### config.mk
export PLATFORM = sky130hd
export DESIGN_NAME = path_equal_arc_resampler_core
export DESIGN_NICKNAME = d
export VERILOG_FILES = /design/src/rtl/peq_pkg.sv /design/src/rtl/peq_mul.sv /design/src/rtl/peq_sqrt.sv /design/src/rtl/peq_div.sv /design/src/rtl/path_equal_arc_resampler_core.sv
export SDC_FILE = /design/constraint.sdc
export NUM_CORES = 2
export LEC_CHECK = 0
export BUFFER_PORTS_ARGS = -buffer_cell sky130_fd_sc_hd__buf_4
export CAP_MARGIN = 0
export CORE_MARGIN = 4
export CORE_UTILIZATION = 40
export CTS_CLUSTER_SIZE = 28
export DETAILED_ROUTE_END_ITERATION = 10
export GPL_ROUTABILITY_DRIVEN = 1
export SETUP_SLACK_MARGIN = 0.1
export SKIP_CTS_REPAIR_TIMING = 1
export SYNTH_ARGS = -nofsm -noshare
export SYNTH_HDL_FRONTEND = slang
export SYNTH_SLANG_ARGS = --single-unit
### constraint.sdc
create_clock -name clk -period 7.25 [get_ports clk]
set_input_delay 0.3625 -clock clk [delete_from_list [all_inputs] [get_ports clk]]
set_output_delay 0.3625 -clock clk [all_outputs]
set_load 0.01 [all_outputs]
### src/rtl/peq_pkg.sv
// Shared types and constants for the equal-arc path resampler.
// Used by every module in rtl/; depends on nothing else.
`default_nettype none
package peq_pkg;

    localparam int COORD_W     = 32;
    localparam int SPACING_W   = 31;
    localparam int FRAC_W      = 16;
    localparam logic [SPACING_W-1:0] SPACING_RESET = 31'd1000000;
    localparam int DEFAULT_MAX_PER_SEGMENT = 64;

    // sum of squares, square root of it in Q.16, spacing in Q.16
    localparam int SQ_W   = 2 * COORD_W + 1;
    localparam int ROOT_W = COORD_W + 17;
    localparam int RAD_W  = 2 * ROOT_W;
    localparam int DIST_W = SPACING_W + FRAC_W;
    localparam int TOT_W  = ((ROOT_W > DIST_W) ? ROOT_W : DIST_W) + 1;
    localparam int NUM_W  = COORD_W + TOT_W + 2;
    localparam int ITER_W = $clog2(TOT_W + 1);

    typedef struct packed {
        logic signed [COORD_W-1:0] point_x;
        logic signed [COORD_W-1:0] point_y;
        logic                      starts_path;
    } in_item_t;

    typedef struct packed {
        logic signed [COORD_W-1:0] out_x;
        logic signed [COORD_W-1:0] out_y;
        logic                      last_of_run;
        logic                      capped;
    } out_item_t;

endpackage
`default_nettype wire

### src/rtl/peq_mul.sv
// Shift-add multiplier, one multiplier bit per cycle.
// Depends on peq_pkg.
`default_nettype none
module peq_mul
    import peq_pkg::*;
(
    input  wire logic                      clk,
    input  wire logic                      rst_n,
    input  wire logic                      start,
    input  wire logic [COORD_W-1:0]        a,
    input  wire logic [TOT_W-1:0]          b,
    output logic                           done,
    output logic [COORD_W+TOT_W-1:0]       prod
);
    localparam int CW = $clog2(COORD_W + 1);

    logic [TOT_W-1:0]   hi_reg, hi_next;
    logic [COORD_W-1:0] lo_reg, lo_next;
    logic [TOT_W-1:0]   b_reg;
    logic [CW-1:0]      cnt_reg, cnt_next;
    logic               busy_reg, busy_next, done_reg, done_next;
    logic [TOT_W:0]     sum;

    always_comb
    begin
        sum       = {1'b0, hi_reg} + (lo_reg[0] ? {1'b0, b_reg} : '0);
        hi_next   = hi_reg;
        lo_next   = lo_reg;
        cnt_next  = cnt_reg;
        busy_next = busy_reg;
        done_next = 1'b0;
        if (start)
        begin
            hi_next   = '0;
            lo_next   = a;
            cnt_next  = '0;
            busy_next = 1'b1;
        end
        else if (busy_reg)
        begin
            hi_next  = sum[TOT_W:1];
            lo_next  = {sum[0], lo_reg[COORD_W-1:1]};
            cnt_next = cnt_reg + 1'b1;
            if (cnt_reg == CW'(COORD_W - 1))
            begin
                busy_next = 1'b0;
                done_next = 1'b1;
            end
        end
    end

    always_ff @(posedge clk or negedge rst_n)
    begin
        if (!rst_n)
        begin
            busy_reg <= 1'b0;
            done_reg <= 1'b0;
            cnt_reg  <= '0;
        end
        else
        begin
            busy_reg <= busy_next;
            done_reg <= done_next;
            cnt_reg  <= cnt_next;
        end
    end

    always_ff @(posedge clk)
    begin
        hi_reg <= hi_next;
        lo_reg <= lo_next;
        if (start)
            b_reg <= b;
    end

    assign done = done_reg;
    assign prod = {hi_reg, lo_reg};
endmodule
`default_nettype wire

### src/rtl/peq_sqrt.sv
// Digit-by-digit floor square root, one root bit per cycle.
// Depends on peq_pkg.
`default_nettype none
module peq_sqrt
    import peq_pkg::*;
(
    input  wire logic              clk,
    input  wire logic              rst_n,
    input  wire logic              start,
    input  wire logic [RAD_W-1:0]  radicand,
    output logic                   done,
    output logic [ROOT_W-1:0]      root
);
    localparam int CW = $clog2(ROOT_W + 1);
    localparam int RW = ROOT_W + 4;

    logic [RAD_W-1:0]  rad_reg, rad_next;
    logic [ROOT_W-1:0] root_reg, root_next;
    logic [RW-1:0]     rem_reg, rem_next;
    logic [CW-1:0]     cnt_reg, cnt_next;
    logic              busy_reg, busy_next, done_reg, done_next;
    logic [RW-1:0]     rem_t, trial;

    always_comb
    begin
        rem_t     = {rem_reg[RW-3:0], rad_reg[RAD_W-1:RAD_W-2]};
        trial     = {2'b00, root_reg, 2'b01};
        rad_next  = rad_reg;
        root_next = root_reg;
        rem_next  = rem_reg;
        cnt_next  = cnt_reg;
        busy_next = busy_reg;
        done_next = 1'b0;
        if (start)
        begin
            rad_next  = radicand;
            root_next = '0;
            rem_next  = '0;
            cnt_next  = '0;
            busy_next = 1'b1;
        end
        else if (busy_reg)
        begin
            rad_next = {rad_reg[RAD_W-3:0], 2'b00};
            cnt_next = cnt_reg + 1'b1;
            if (rem_t >= trial)
            begin
                rem_next  = rem_t - trial;
                root_next = {root_reg[ROOT_W-2:0], 1'b1};
            end
            else
            begin
                rem_next  = rem_t;
                root_next = {root_reg[ROOT_W-2:0], 1'b0};
            end
            if (cnt_reg == CW'(ROOT_W - 1))
            begin
                busy_next = 1'b0;
                done_next = 1'b1;
            end
        end
    end

    always_ff @(posedge clk or negedge rst_n)
    begin
        if (!rst_n)
        begin
            busy_reg <= 1'b0;
            done_reg <= 1'b0;
            cnt_reg  <= '0;
        end
        else
        begin
            busy_reg <= busy_next;
            done_reg <= done_next;
            cnt_reg  <= cnt_next;
        end
    end

    always_ff @(posedge clk)
    begin
        rad_reg  <= rad_next;
        root_reg <= root_next;
        rem_reg  <= rem_next;
    end

    assign done = done_reg;
    assign root = root_reg;
endmodule
`default_nettype wire

### src/rtl/peq_div.sv
// Restoring divider, one quotient bit per cycle, run length set at start.
// Depends on peq_pkg.
`default_nettype none
module peq_div
    import peq_pkg::*;
(
    input  wire logic              clk,
    input  wire logic              rst_n,
    input  wire logic              start,
    input  wire logic [TOT_W-1:0]  rem_init,
    input  wire logic [TOT_W-1:0]  bits,
    input  wire logic [TOT_W-1:0]  den,
    input  wire logic [ITER_W-1:0] iters,
    output logic                   done,
    output logic [TOT_W-1:0]       quot,
    output logic [TOT_W-1:0]       rem
);
    logic [TOT_W-1:0]  rem_reg, rem_next, bits_reg, bits_next, q_reg, q_next, den_reg;
    logic [ITER_W-1:0] cnt_reg, cnt_next;
    logic              busy_reg, busy_next, done_reg, done_next;
    logic [TOT_W:0]    rem_t, diff;

    always_comb
    begin
        rem_t     = {rem_reg, bits_reg[TOT_W-1]};
        diff      = rem_t - {1'b0, den_reg};
        rem_next  = rem_reg;
        bits_next = bits_reg;
        q_next    = q_reg;
        cnt_next  = cnt_reg;
        busy_next = busy_reg;
        done_next = 1'b0;
        if (start)
        begin
            rem_next  = rem_init;
            bits_next = bits;
            q_next    = '0;
            cnt_next  = iters;
            busy_next = 1'b1;
        end
        else if (busy_reg)
        begin
            bits_next = {bits_reg[TOT_W-2:0], 1'b0};
            cnt_next  = cnt_reg - 1'b1;
            if (rem_t >= {1'b0, den_reg})
            begin
                rem_next = diff[TOT_W-1:0];
                q_next   = {q_reg[TOT_W-2:0], 1'b1};
            end
            else
            begin
                rem_next = rem_t[TOT_W-1:0];
                q_next   = {q_reg[TOT_W-2:0], 1'b0};
            end
            if (cnt_reg == ITER_W'(1))
            begin
                busy_next = 1'b0;
                done_next = 1'b1;
            end
        end
    end

    always_ff @(posedge clk or negedge rst_n)
    begin
        if (!rst_n)
        begin
            busy_reg <= 1'b0;
            done_reg <= 1'b0;
            cnt_reg  <= '0;
        end
        else
        begin
            busy_reg <= busy_next;
            done_reg <= done_next;
            cnt_reg  <= cnt_next;
        end
    end

    always_ff @(posedge clk)
    begin
        rem_reg  <= rem_next;
        bits_reg <= bits_next;
        q_reg    <= q_next;
        if (start)
            den_reg <= den;
    end

    assign done = done_reg;
    assign quot = q_reg;
    assign rem  = rem_reg;
endmodule
`default_nettype wire

### src/rtl/path_equal_arc_resampler_core.sv
// Equal-arc-length polyline resampler: top level with the sequencer.
// Depends on peq_pkg, peq_mul, peq_sqrt, peq_div.
//
// Usage: vertices enter on in_valid/in_ready (in_item), resampled points
// leave on out_valid/out_ready (out_item). cfg_we writes the spacing register
// (coordinate units, 0 acts as 1); write it only while the block is idle.
// One item is worked at a time: in_ready is high only in the idle state.
// A path-start vertex gives its single point in the cycle after acceptance.
// A later vertex runs two squarings on the shift-add multiplier, a square
// root and a divide for the boundary count before the first point or the
// return to idle. Each interpolated point then takes a multiply and a divide
// for x and for y; a point at the segment end takes neither. At most
// MAX_PER_SEGMENT points leave per vertex, the last one with last_of_run.
// The output register holds a point until out_ready; the sequencer waits on
// it meanwhile. Reset clears the open path, the carried length and any
// pending point, and loads the spacing with its default.
`default_nettype none
module path_equal_arc_resampler_core
    import peq_pkg::*;
#(
    parameter int MAX_PER_SEGMENT = DEFAULT_MAX_PER_SEGMENT
)
(
    input  wire logic                 clk,
    input  wire logic                 rst_n,
    input  wire logic                 in_valid,
    output logic                      in_ready,
    input  wire in_item_t             in_item,
    output logic                      out_valid,
    input  wire logic                 out_ready,
    output out_item_t                 out_item,
    input  wire logic                 cfg_we,
    input  wire logic [SPACING_W-1:0] cfg_data
);
    localparam int KW = $clog2(MAX_PER_SEGMENT + 1);

    typedef enum logic [10:0] {
        ST_IDLE = 11'b00000000001,
        ST_SQX  = 11'b00000000010,
        ST_SQY  = 11'b00000000100,
        ST_ROOT = 11'b00000001000,
        ST_CNT  = 11'b00000010000,
        ST_PICK = 11'b00000100000,
        ST_MULX = 11'b00001000000,
        ST_DIVX = 11'b00010000000,
        ST_MULY = 11'b00100000000,
        ST_DIVY = 11'b01000000000,
        ST_EMIT = 11'b10000000000
    } state_t;

    state_t state_reg, state_next;

    logic [SPACING_W-1:0] spacing_reg;
    logic [COORD_W-1:0]   prev_x_reg, prev_y_reg, prev_x_next, prev_y_next;
    logic [DIST_W-1:0]    carried_reg, carried_next;
    logic                 have_prev_reg, have_prev_next;
    logic [COORD_W-1:0]   x1_reg, y1_reg, x1_next, y1_next;
    logic [COORD_W-1:0]   mag_x_reg, mag_y_reg, mag_x_next, mag_y_next;
    logic                 neg_x_reg, neg_y_reg, neg_x_next, neg_y_next;
    logic [2*COORD_W-1:0] sqx_reg, sqx_next;
    logic [ROOT_W-1:0]    seg_reg, seg_next;
    logic [TOT_W-1:0]     pos_reg, pos_next;
    logic [KW-1:0]        n_reg, n_next, k_reg, k_next;
    logic                 cap_reg, cap_next;
    logic [COORD_W-1:0]   res_x_reg, res_x_next;
    logic                 out_valid_reg, out_valid_next;
    out_item_t            out_reg, out_next;

    // unit hookup
    logic                       mul_start, mul_done;
    logic [COORD_W-1:0]         mul_a;
    logic [TOT_W-1:0]           mul_b;
    logic [COORD_W+TOT_W-1:0]   mul_prod;
    logic                       sqrt_start, sqrt_done;
    logic [RAD_W-1:0]           sqrt_rad;
    logic [ROOT_W-1:0]          sqrt_root;
    logic                       div_start, div_done;
    logic [TOT_W-1:0]           div_rem_init, div_bits, div_den, div_quot, div_rem;
    logic [ITER_W-1:0]          div_iters;

    // combinational helpers
    logic [SPACING_W-1:0] spacing_eff;
    logic [DIST_W-1:0]    d, lc;
    logic [TOT_W-1:0]     total;
    logic [COORD_W:0]     dx, dy;
    logic [SQ_W-1:0]      sq;
    logic [NUM_W-1:0]     num;
    logic [COORD_W-1:0]   q;
    logic                 accept, start_path, last_pt;

    assign spacing_eff = (spacing_reg == '0) ? SPACING_W'(1) : spacing_reg;
    assign d           = {spacing_eff, {FRAC_W{1'b0}}};
    assign lc          = (carried_reg < d) ? carried_reg : d;
    assign total       = TOT_W'(lc) + TOT_W'(sqrt_root);
    assign dx          = {in_item.point_x[COORD_W-1], in_item.point_x}
                         - {prev_x_reg[COORD_W-1], prev_x_reg};
    assign dy          = {in_item.point_y[COORD_W-1], in_item.point_y}
                         - {prev_y_reg[COORD_W-1], prev_y_reg};
    assign sq          = SQ_W'(sqx_reg) + SQ_W'(mul_prod[2*COORD_W-1:0]);
    assign num         = {1'b0, mul_prod, 1'b0} + NUM_W'(seg_reg);
    assign q           = div_quot[COORD_W-1:0];
    assign accept      = in_valid && in_ready;
    assign start_path  = in_item.starts_path || !have_prev_reg;
    assign last_pt     = (k_reg + 1'b1) == n_reg;
    assign in_ready    = (state_reg == ST_IDLE);

    always_comb
    begin
        state_next     = state_reg;
        prev_x_next    = prev_x_reg;
        prev_y_next    = prev_y_reg;
        carried_next   = carried_reg;
        have_prev_next = have_prev_reg;
        x1_next        = x1_reg;
        y1_next        = y1_reg;
        mag_x_next     = mag_x_reg;
        mag_y_next     = mag_y_reg;
        neg_x_next     = neg_x_reg;
        neg_y_next     = neg_y_reg;
        sqx_next       = sqx_reg;
        seg_next       = seg_reg;
        pos_next       = pos_reg;
        n_next         = n_reg;
        k_next         = k_reg;
        cap_next       = cap_reg;
        res_x_next     = res_x_reg;
        out_valid_next = out_valid_reg;
        out_next       = out_reg;
        mul_start      = 1'b0;
        mul_a          = mag_x_reg;
        mul_b          = pos_reg;
        sqrt_start     = 1'b0;
        sqrt_rad       = {{(RAD_W-SQ_W-32){1'b0}}, sq, 32'd0};
        div_start      = 1'b0;
        div_rem_init   = num[COORD_W+TOT_W:COORD_W+1];
        div_bits       = {num[COORD_W:0], {(TOT_W-COORD_W-1){1'b0}}};
        div_den        = TOT_W'({seg_reg, 1'b0});
        div_iters      = ITER_W'(COORD_W + 1);

        unique case (state_reg)
            ST_IDLE:
            begin
                if (accept)
                begin
                    x1_next = in_item.point_x;
                    y1_next = in_item.point_y;
                    if (start_path)
                    begin
                        carried_next         = '0;
                        have_prev_next       = 1'b1;
                        out_next.out_x       = in_item.point_x;
                        out_next.out_y       = in_item.point_y;
                        out_next.last_of_run = 1'b1;
                        out_next.capped      = 1'b0;
                        out_valid_next       = 1'b1;
                        state_next           = ST_EMIT;
                    end
                    else
                    begin
                        neg_x_next = dx[COORD_W];
                        neg_y_next = dy[COORD_W];
                        mag_x_next = dx[COORD_W] ? COORD_W'(-dx) : dx[COORD_W-1:0];
                        mag_y_next = dy[COORD_W] ? COORD_W'(-dy) : dy[COORD_W-1:0];
                        mul_a      = mag_x_next;
                        mul_b      = TOT_W'(mag_x_next);
                        mul_start  = 1'b1;
                        state_next = ST_SQX;
                    end
                end
            end
            ST_SQX:
            begin
                if (mul_done)
                begin
                    sqx_next   = mul_prod[2*COORD_W-1:0];
                    mul_a      = mag_y_reg;
                    mul_b      = TOT_W'(mag_y_reg);
                    mul_start  = 1'b1;
                    state_next = ST_SQY;
                end
            end
            ST_SQY:
            begin
                if (mul_done)
                begin
                    sqrt_start = 1'b1;
                    state_next = ST_ROOT;
                end
            end
            ST_ROOT:
            begin
                if (sqrt_done)
                begin
                    seg_next     = sqrt_root;
                    pos_next     = TOT_W'(d - lc);
                    div_rem_init = '0;
                    div_bits     = total;
                    div_den      = TOT_W'(d);
                    div_iters    = ITER_W'(TOT_W);
                    div_start    = 1'b1;
                    state_next   = ST_CNT;
                end
            end
            ST_CNT:
            begin
                if (div_done)
                begin
                    carried_next = div_rem[DIST_W-1:0];
                    k_next       = '0;
                    if (div_quot > TOT_W'(MAX_PER_SEGMENT))
                    begin
                        cap_next = 1'b1;
                        n_next   = KW'(MAX_PER_SEGMENT);
                    end
                    else
                    begin
                        cap_next = 1'b0;
                        n_next   = div_quot[KW-1:0];
                    end
                    if (div_quot == '0)
                    begin
                        prev_x_next = x1_reg;
                        prev_y_next = y1_reg;
                        state_next  = ST_IDLE;
                    end
                    else
                        state_next = ST_PICK;
                end
            end
            ST_PICK:
            begin
                if (pos_reg >= TOT_W'(seg_reg))
                begin
                    // boundary at or past the segment end: emit the vertex
                    out_next.out_x       = x1_reg;
                    out_next.out_y       = y1_reg;
                    out_next.last_of_run = last_pt;
                    out_next.capped      = cap_reg;
                    out_valid_next       = 1'b1;
                    state_next           = ST_EMIT;
                end
                else
                begin
                    mul_a      = mag_x_reg;
                    mul_start  = 1'b1;
                    state_next = ST_MULX;
                end
            end
            ST_MULX:
            begin
                if (mul_done)
                begin
                    div_start  = 1'b1;
                    state_next = ST_DIVX;
                end
            end
            ST_DIVX:
            begin
                if (div_done)
                begin
                    res_x_next = neg_x_reg ? prev_x_reg - q : prev_x_reg + q;
                    mul_a      = mag_y_reg;
                    mul_start  = 1'b1;
                    state_next = ST_MULY;
                end
            end
            ST_MULY:
            begin
                if (mul_done)
                begin
                    div_start  = 1'b1;
                    state_next = ST_DIVY;
                end
            end
            ST_DIVY:
            begin
                if (div_done)
                begin
                    out_next.out_x       = res_x_reg;
                    out_next.out_y       = neg_y_reg ? prev_y_reg - q : prev_y_reg + q;
                    out_next.last_of_run = last_pt;
                    out_next.capped      = cap_reg;
                    out_valid_next       = 1'b1;
                    state_next           = ST_EMIT;
                end
            end
            ST_EMIT:
            begin
                if (out_ready)
                begin
                    out_valid_next = 1'b0;
                    if (out_reg.last_of_run)
                    begin
                        prev_x_next = x1_reg;
                        prev_y_next = y1_reg;
                        state_next  = ST_IDLE;
                    end
                    else
                    begin
                        // advance to the next boundary
                        k_next     = k_reg + 1'b1;
                        pos_next   = pos_reg + TOT_W'(d);
                        state_next = ST_PICK;
                    end
                end
            end
            default:
            begin
                state_next = ST_IDLE;
            end
        endcase
    end

    always_ff @(posedge clk or negedge rst_n)
    begin
        if (!rst_n)
        begin
            state_reg     <= ST_IDLE;
            spacing_reg   <= SPACING_RESET;
            prev_x_reg    <= '0;
            prev_y_reg    <= '0;
            carried_reg   <= '0;
            have_prev_reg <= 1'b0;
            out_valid_reg <= 1'b0;
        end
        else
        begin
            state_reg     <= state_next;
            prev_x_reg    <= prev_x_next;
            prev_y_reg    <= prev_y_next;
            carried_reg   <= carried_next;
            have_prev_reg <= have_prev_next;
            out_valid_reg <= out_valid_next;
            if (cfg_we)
                spacing_reg <= cfg_data;
        end
    end

    always_ff @(posedge clk)
    begin
        x1_reg    <= x1_next;
        y1_reg    <= y1_next;
        mag_x_reg <= mag_x_next;
        mag_y_reg <= mag_y_next;
        neg_x_reg <= neg_x_next;
        neg_y_reg <= neg_y_next;
        sqx_reg   <= sqx_next;
        seg_reg   <= seg_next;
        pos_reg   <= pos_next;
        n_reg     <= n_next;
        k_reg     <= k_next;
        cap_reg   <= cap_next;
        res_x_reg <= res_x_next;
        out_reg   <= out_next;
    end

    assign out_valid = out_valid_reg;
    assign out_item  = out_reg;

    peq_mul u_mul (
        .clk   (clk),
        .rst_n (rst_n),
        .start (mul_start),
        .a     (mul_a),
        .b     (mul_b),
        .done  (mul_done),
        .prod  (mul_prod)
    );

    peq_sqrt u_sqrt (
        .clk      (clk),
        .rst_n    (rst_n),
        .start    (sqrt_start),
        .radicand (sqrt_rad),
        .done     (sqrt_done),
        .root     (sqrt_root)
    );

    peq_div u_div (
        .clk      (clk),
        .rst_n    (rst_n),
        .start    (div_start),
        .rem_init (div_rem_init),
        .bits     (div_bits),
        .den      (div_den),
        .iters    (div_iters),
        .done     (div_done),
        .quot     (div_quot),
        .rem      (div_rem)
    );
endmodule
`default_nettype wire
# Word level (Yosys, flattened, before mapping)
# Index checks and enable logic that the tools add are counted.
totals:
  register_bits: 1083
  in_bits: 101
  out_inout_bits: 68
  wordCells: 247
classes:
  add_sub_neg: 20
  n_lt_le_gt_ge: 5
  n_eq_ne: 30
  n_mux: 118
  bitwise_logic: 1
  reduce_logical: 28
ops:
  columns: ["operator", "n"]
  rows:
  - ["50-bit 2-to-1 mux", 18]
  - ["32-bit 2-to-1 mux", 18]
  - ["66-bit 2-to-1 mux", 4]
  - ["50-bit one-hot mux with 2 select lines", 2]
  - ["66-bit one-hot mux with 3 select lines", 1]
  - ["97-bit 2-to-1 mux", 2]
  - ["47-bit 2-to-1 mux", 4]
  - ["11-bit 2-to-1 mux", 12]
  - ["32-bit one-hot mux with 2 select lines", 2]
  - ["11-bit one-hot mux with 11 select lines", 1]
  - ["32-bit one-hot mux with 3 select lines", 1]
  - ["47-bit one-hot mux with 2 select lines", 1]
  - ["83-bit by 49-bit adder with 83-bit output", 1]
  - ["32-bit by 32-bit subtractor with 33-bit output", 2]
  - ["64-bit by 64-bit adder with 65-bit output", 1]
  - ["32-bit adder", 2]
  - ["32-bit negation", 2]
  - ["32-bit subtractor", 2]
  - ["53-bit by 51-bit >= comparator with 1-bit output", 1]
  - ["50-bit by 51-bit adder with 51-bit output", 1]
  - ["51-bit by 50-bit >= comparator with 1-bit output", 1]
  - ["51-bit 2-to-1 mux", 1]
  - ["51-bit subtractor", 1]
  - ["47-bit by 49-bit adder with 50-bit output", 1]
  - ["50 further kinds", 120]

# Logic depth before layout (Yosys ltp)
logic_depth:
  ltp_word: 8
  depth_mapped: 27
  mapped_depth_nobuf: 25

# Cells and area by module
# From an unflattened synthesis, not the netlist that was laid out.
hier_totals:
  cells_unflattened: 8582
  area_unflattened_um2: 78785.6
by_module_without_submodules:
  columns: ["module", "n_inst", "cells_each", "area_each_um2"]
  rows:
  - ["path_equal_arc_resampler_core", 1, 5504, 47224.0]
  - ["peq_sqrt", 1, 1229, 12024.0]
  - ["peq_div", 1, 1058, 11506.0]
  - ["peq_mul", 1, 791, 8031.5]

# Least setup slack after synthesis
# OpenSTA, ideal clock, no wires.
synth_timing:
  path_kind: "reg2reg"
  start: "reg state_reg[6]"
  end: "reg u_mul.lo_reg[0], enable pin"
  setup_time_ns: 0.394
  arrival_ns: 5.972
  slack_ns: 0.884
  path_stages_with_launch: 17
  n_path_buf: 4
  path_cell_list: "dfrtp_1 > nor2_1 > nand2_1 > nor3_1 > nand2b_1 > clkbuf_1 > or4_1 > inv_1 > nand2_1 > inv_1 > nand2_1 > clkinv_1 > or3_1 > buf_2 > buf_4 > buf_2 > nand2b_1"
synth_between:
  elab_chain_cells: 5
  word_cells_on_any_way: 8
synth_rtl:
  columns: ["item", "line_no", "rtl"]
  rows:
  - ["start: declaration", "path_equal_arc_resampler_core.sv:51", "state_t state_reg, state_next;"]
  - ["start signal: assignment", "path_equal_arc_resampler_core.sv:328", "state_reg <= state_next;"]
  - ["11-bit by 1-bit equality test with 1-bit output (*)", "path_equal_arc_resampler_core.sv:105", "assign in_ready = (state_reg == ST_IDLE);"]
  - ["via in_ready", "path_equal_arc_resampler_core.sv:27", "output logic in_ready,"]
  - ["1-bit logical AND", "path_equal_arc_resampler_core.sv:102", "assign accept = in_valid && in_ready;"]
  - ["1-bit 2-to-1 mux", "path_equal_arc_resampler_core.sv:143", "if (accept)"]
  - ["1-bit one-hot mux with 4 select lines (*)", "path_equal_arc_resampler_core.sv:140", "unique case (state_reg)"]
  - ["2-bit nonzero test (no source line) (*)", null, null]
  - ["end signal: assignment", "peq_mul.sv:71", "lo_reg <= lo_next;"]
  - ["end: declaration", "peq_mul.sv:18", "logic [COORD_W-1:0] lo_reg, lo_next;"]
# The timed path passes the listed nets; every way through them passes the cells marked *.
# A chain may end at the register's enable or synchronous reset.

# Final worst setup path
layout_timing:
  start: "reg spacing_reg[24]"
  end: "reg pos_reg[47], data pin"
layout_between:
  elab_chain_cells: 7
  word_cells_on_any_way: 10
layout_rtl:
  columns: ["item", "line_no", "rtl"]
  rows:
  - ["start: declaration", "path_equal_arc_resampler_core.sv:53", "logic [SPACING_W-1:0] spacing_reg;"]
  - ["start signal: assignment", "path_equal_arc_resampler_core.sv:335", "spacing_reg <= cfg_data;"]
  - ["31-bit zero test", "path_equal_arc_resampler_core.sv:91", "assign spacing_eff = (spacing_reg == '0) ? SPACING_W'(1) : spacing_reg;"]
  - ["31-bit 2-to-1 mux (*)", "path_equal_arc_resampler_core.sv:91", null]
  - ["47-bit < comparator", "path_equal_arc_resampler_core.sv:93", "assign lc = (carried_reg < d) ? carried_reg : d;"]
  - ["47-bit 2-to-1 mux", "path_equal_arc_resampler_core.sv:93", null]
  - ["47-bit by 47-bit subtractor with 48-bit output", "path_equal_arc_resampler_core.sv:195", "pos_next = TOT_W'(d - lc);"]
  - ["50-bit 2-to-1 mux", "path_equal_arc_resampler_core.sv:192", "if (sqrt_done)"]
  - ["50-bit one-hot mux with 2 select lines (*)", "path_equal_arc_resampler_core.sv:140", null]
  - ["via pos_next[47]", "path_equal_arc_resampler_core.sv:62", "logic [TOT_W-1:0] pos_reg, pos_next;"]
  - ["end signal: assignment", "path_equal_arc_resampler_core.sv:349", "pos_reg <= pos_next;"]
  - ["end: declaration", "path_equal_arc_resampler_core.sv:62", null]
# The timed path passes the listed nets; every way through them passes the cells marked *. The select of a mux whose other input is x is not followed.

==> results by group <==
Outcome
  • Status: finished, final reports clean

Clocking
  • Worst-Skew Late Latency: 0.81 ns
  • CTS tree: done
  • Clk sinks: 1082
  • CTS Buffer Depth: 3
  • Root buf cell: clkbuf_16
  • CTS H-tree lvls: 4
  • Num CTS Buffers: 134
  • Clock-pin slew on the worst setup and hold paths: 0.06 ns

Timing
  • Setup_tns: 0 ns
  • Relative slew slack: 13.27%
  • Clock skew: 0.04130 ns
  • Final min period: 6.502 ns
  • Setup-failing EPs final: 0
  • Final worst-path cycle share: 89.68%
  • Worst slew pin tran: 1.289 ns
  • Hold Violations, Final: 0
  • FMAX: 153.8 MHz
  • Slew Viols, Final: 0
  • Setup ws final: 0.7483 ns
  • RSZ-0062 raised after global routing: false

Layout
  • Filler cell count: 17.88k
  • Layout cells sized above 1: 6.899%
  • Final core occ: 45.25%
  • Final net count: 9064
  • Most common cell after layout, fill and taps aside: nand2_1
  • Finished Layout Cells: 10.97k
  • Layout area overhead: 12.33%
  • Most frequent cells in the layout: 872 x nand2_1, 752 x nor2_1, 702 x edfxtp_1

Floorplanning
  • Initial core utilization: 40.28%
  • FP Rows: 158
  • Die height: 440.4 um
  • Total core area: 185600 um2
  • DIE AREA: 193900 um2
  • Num ports: 169
  • Chip width: 440.4 um

Routing
  • Vias: 63.56k
  • Routed wire length: 262.3 mm
  • Vias per inst: 5.795
  • Final ANT Viol Nets: 0
  • DRT iter0 DRCs: 5548
  • Routed len/inst: 23.92 um
  • DRC: 0
  • DRT Pass-1 Iters: 6

Logic synthesis
  • Ys flop type: edfxtp_1
  • Syn nets: 8973
  • Synthesized area per cell: 9.035 um2
  • Syn Inst Count: 8276
  • Netlist cell types: 116
  • Post-synth EDFFs: 702
  • #FFs+latches synth: 1082
  • Post-synth ARST share: 16.54%
  • Post-Syn Area: 74770 um2
  • Yosys warns: 0
  • Seq/Total Area, Yosys: 39.58%

Setup path
  • Kind of start point of the critical path: flip-flop
  • Peak fanout along the critical path: 37
  • Crit. End Element: flip-flop
  • Crit Path Class: flip-flop to flip-flop
  • Data required, critical path: 7.89 ns
  • Crit path DAT: 7.14 ns

Global routing
  • All-layer global routing usage: 26.37%
  • Total grt overflow: 0
  • First-pass GRT wire length: 389.1 mm
  • Vias in the first global route: 60.89k
  • Initial antenna violation count: 19
  • Pin count of the biggest net entering global routing: 111

Worst hold path
  • HP Class: primary input to flip-flop

Placed design
  • PortBufs: 168
  • Placed cell count: 10.61k
  • Hpwl dp: 203.0 mm
  • Placer congestion estimate: 0.9627
  • Post-Place Setup Slack: 0.9010 ns

Pwr
  • Max VDD drop: 256.3 uV
  • PwrDens: 346.5 nW/um2
  • Leak: 0.03473 uW

Run
  • Max-Cap Viols: 0
-- synth_stat cells, types with 28 or more instances --
| master | number | share of area, % |
|---|---|---|
| nand2_1 | 876 | 4.4 |
| mux2i_1 | 180 | 2.4 |
| nand4_1 | 102 | 0.85 |
| a31oi_1 | 64 | 0.54 |
| o21bai_1 | 66 | 0.66 |
| xor2_1 | 231 | 2.7 |
| a22oi_1 | 108 | 1.1 |
| nor3_1 | 110 | 0.74 |
| nor4_1 | 55 | 0.46 |
| and2_1 | 114 | 0.95 |
| o22ai_1 | 53 | 0.44 |
| nor2_1 | 757 | 3.8 |
| dfxtp_1 | 201 | 5.4 |
| a21oi_1 | 616 | 4.1 |
| dfrtp_1 | 171 | 5.7 |
| o21ai_0 | 644 | 4.3 |
| buf_2 | 28 | 0.19 |
| ha_1 | 586 | 9.8 |
| clkbuf_1 | 332 | 1.7 |
| inv_1 | 452 | 2.3 |
| xnor2_1 | 386 | 4.5 |
| nor2b_1 | 67 | 0.56 |
| o211ai_1 | 48 | 0.48 |
| or3_1 | 36 | 0.30 |
| a211oi_1 | 102 | 1.0 |
| nand2b_1 | 87 | 0.73 |
| a21o_1 | 344 | 3.5 |
| nand3_1 | 139 | 0.93 |
| o31ai_1 | 44 | 0.44 |
| edfxtp_1 | 702 | 28 |
| o21a_1 | 62 | 0.62 |
| and3_1 | 63 | 0.53 |
-- where the power goes --
part	total [uW]	internal [uW]	switching [uW]
clock network	7080	4060	3020
registers	8870	7850	1020
logic	13100	4970	8180
total	29100	16900	12200
-- path summary, 6_finish.rpt --
path | from | endpoint | slack, ns | cells after the start
hold reg to reg | have_prev_reg | have_prev_reg | 0.46 | 1
min in group asynchronous | rst_n | prev_y_reg[10] | 0.22 | 2
setup / recovery | spacing_reg[24] | pos_reg[47] | 0.75 | 25
max in group asynchronous | rst_n | carried_reg[39] | 5.75 | 3
hold / removal | cfg_we | spacing_reg[5] | 0.17 | 2
setup reg to reg | spacing_reg[24] | pos_reg[47] | 0.75 | 25
-- cell type report --
class	instances	area [um2]	share of cell area (%)
antenna	9	22.52	0.02681
clock buffer	173	3681	4.383
clock inverter	76	940.9	1.120
inverter	455	1710	2.036
multi-input combinational	6356	42090	50.12
sequential	1082	29600	35.24
tap	2480	3103	3.694
timing repair buffer	338	2839	3.380
-- cells by family (layout without fill, tap and decap cells) --
group                    after synthesis  after routing  share of synthesized area [%]
AND/OR/NAND/NOR                     2536           2536                          15.75
AO/OA/AOI/OAI                       2418           2418                          20.54
flip-flops                          1082           1082                          39.58
buffers and inverters                838           1042                          4.274
XOR/XNOR                             617            617                          7.227
adder cells (fa/ha/maj)              596            596                          10.07
multiplexers                         189            189                          2.550
other                                  0              9                              0
-- critical path, cell delays in order (launching register included) --
cell	delay (ns)
dfrtp_1	0.42
inv_1	0.15
ha_1	0.27
a21o_1	0.16
a21o_1	0.17
a221o_1	0.34
a221o_1	0.40
a31oi_1	0.17
buf_4	0.24
and2_2	0.20
buf_4	0.38
a21o_1	0.21
inv_1	0.05
ha_1	0.38
a21oi_1	0.26
o21ai_1	0.16
a221o_1	0.35
a21o_1	0.18
a21oi_1	0.14
o21ai_0	0.12
a31oi_2	0.27
o21ai_1	0.20
a221oi_1	0.49
o21ai_1	0.16
a211o_1	0.35
o21ai_0	0.09
-- routing by layer --
metal  part of all wire, %  global-route usage, %  up-vias
met1                    42                  33.81    30743
met2                    46                  43.17     2113
met5                 0.034                      0        -
met4                   5.8                  13.42       14
li1                      -                      -    30182
met3                   6.1                  3.999      509
-- through the flow --
step                total power, uW  hold slack, ns  cell area, um2
floorplan                     17850         0.06691           74770
global placement              21740          0.4483           78370
detailed placement            21910          0.4479           78370
CTS                           29090         -0.3426           82990
global route                  30840          0.1734           83980
finish                        29100          0.1728           83990
(Power assumes the default switching activity.)
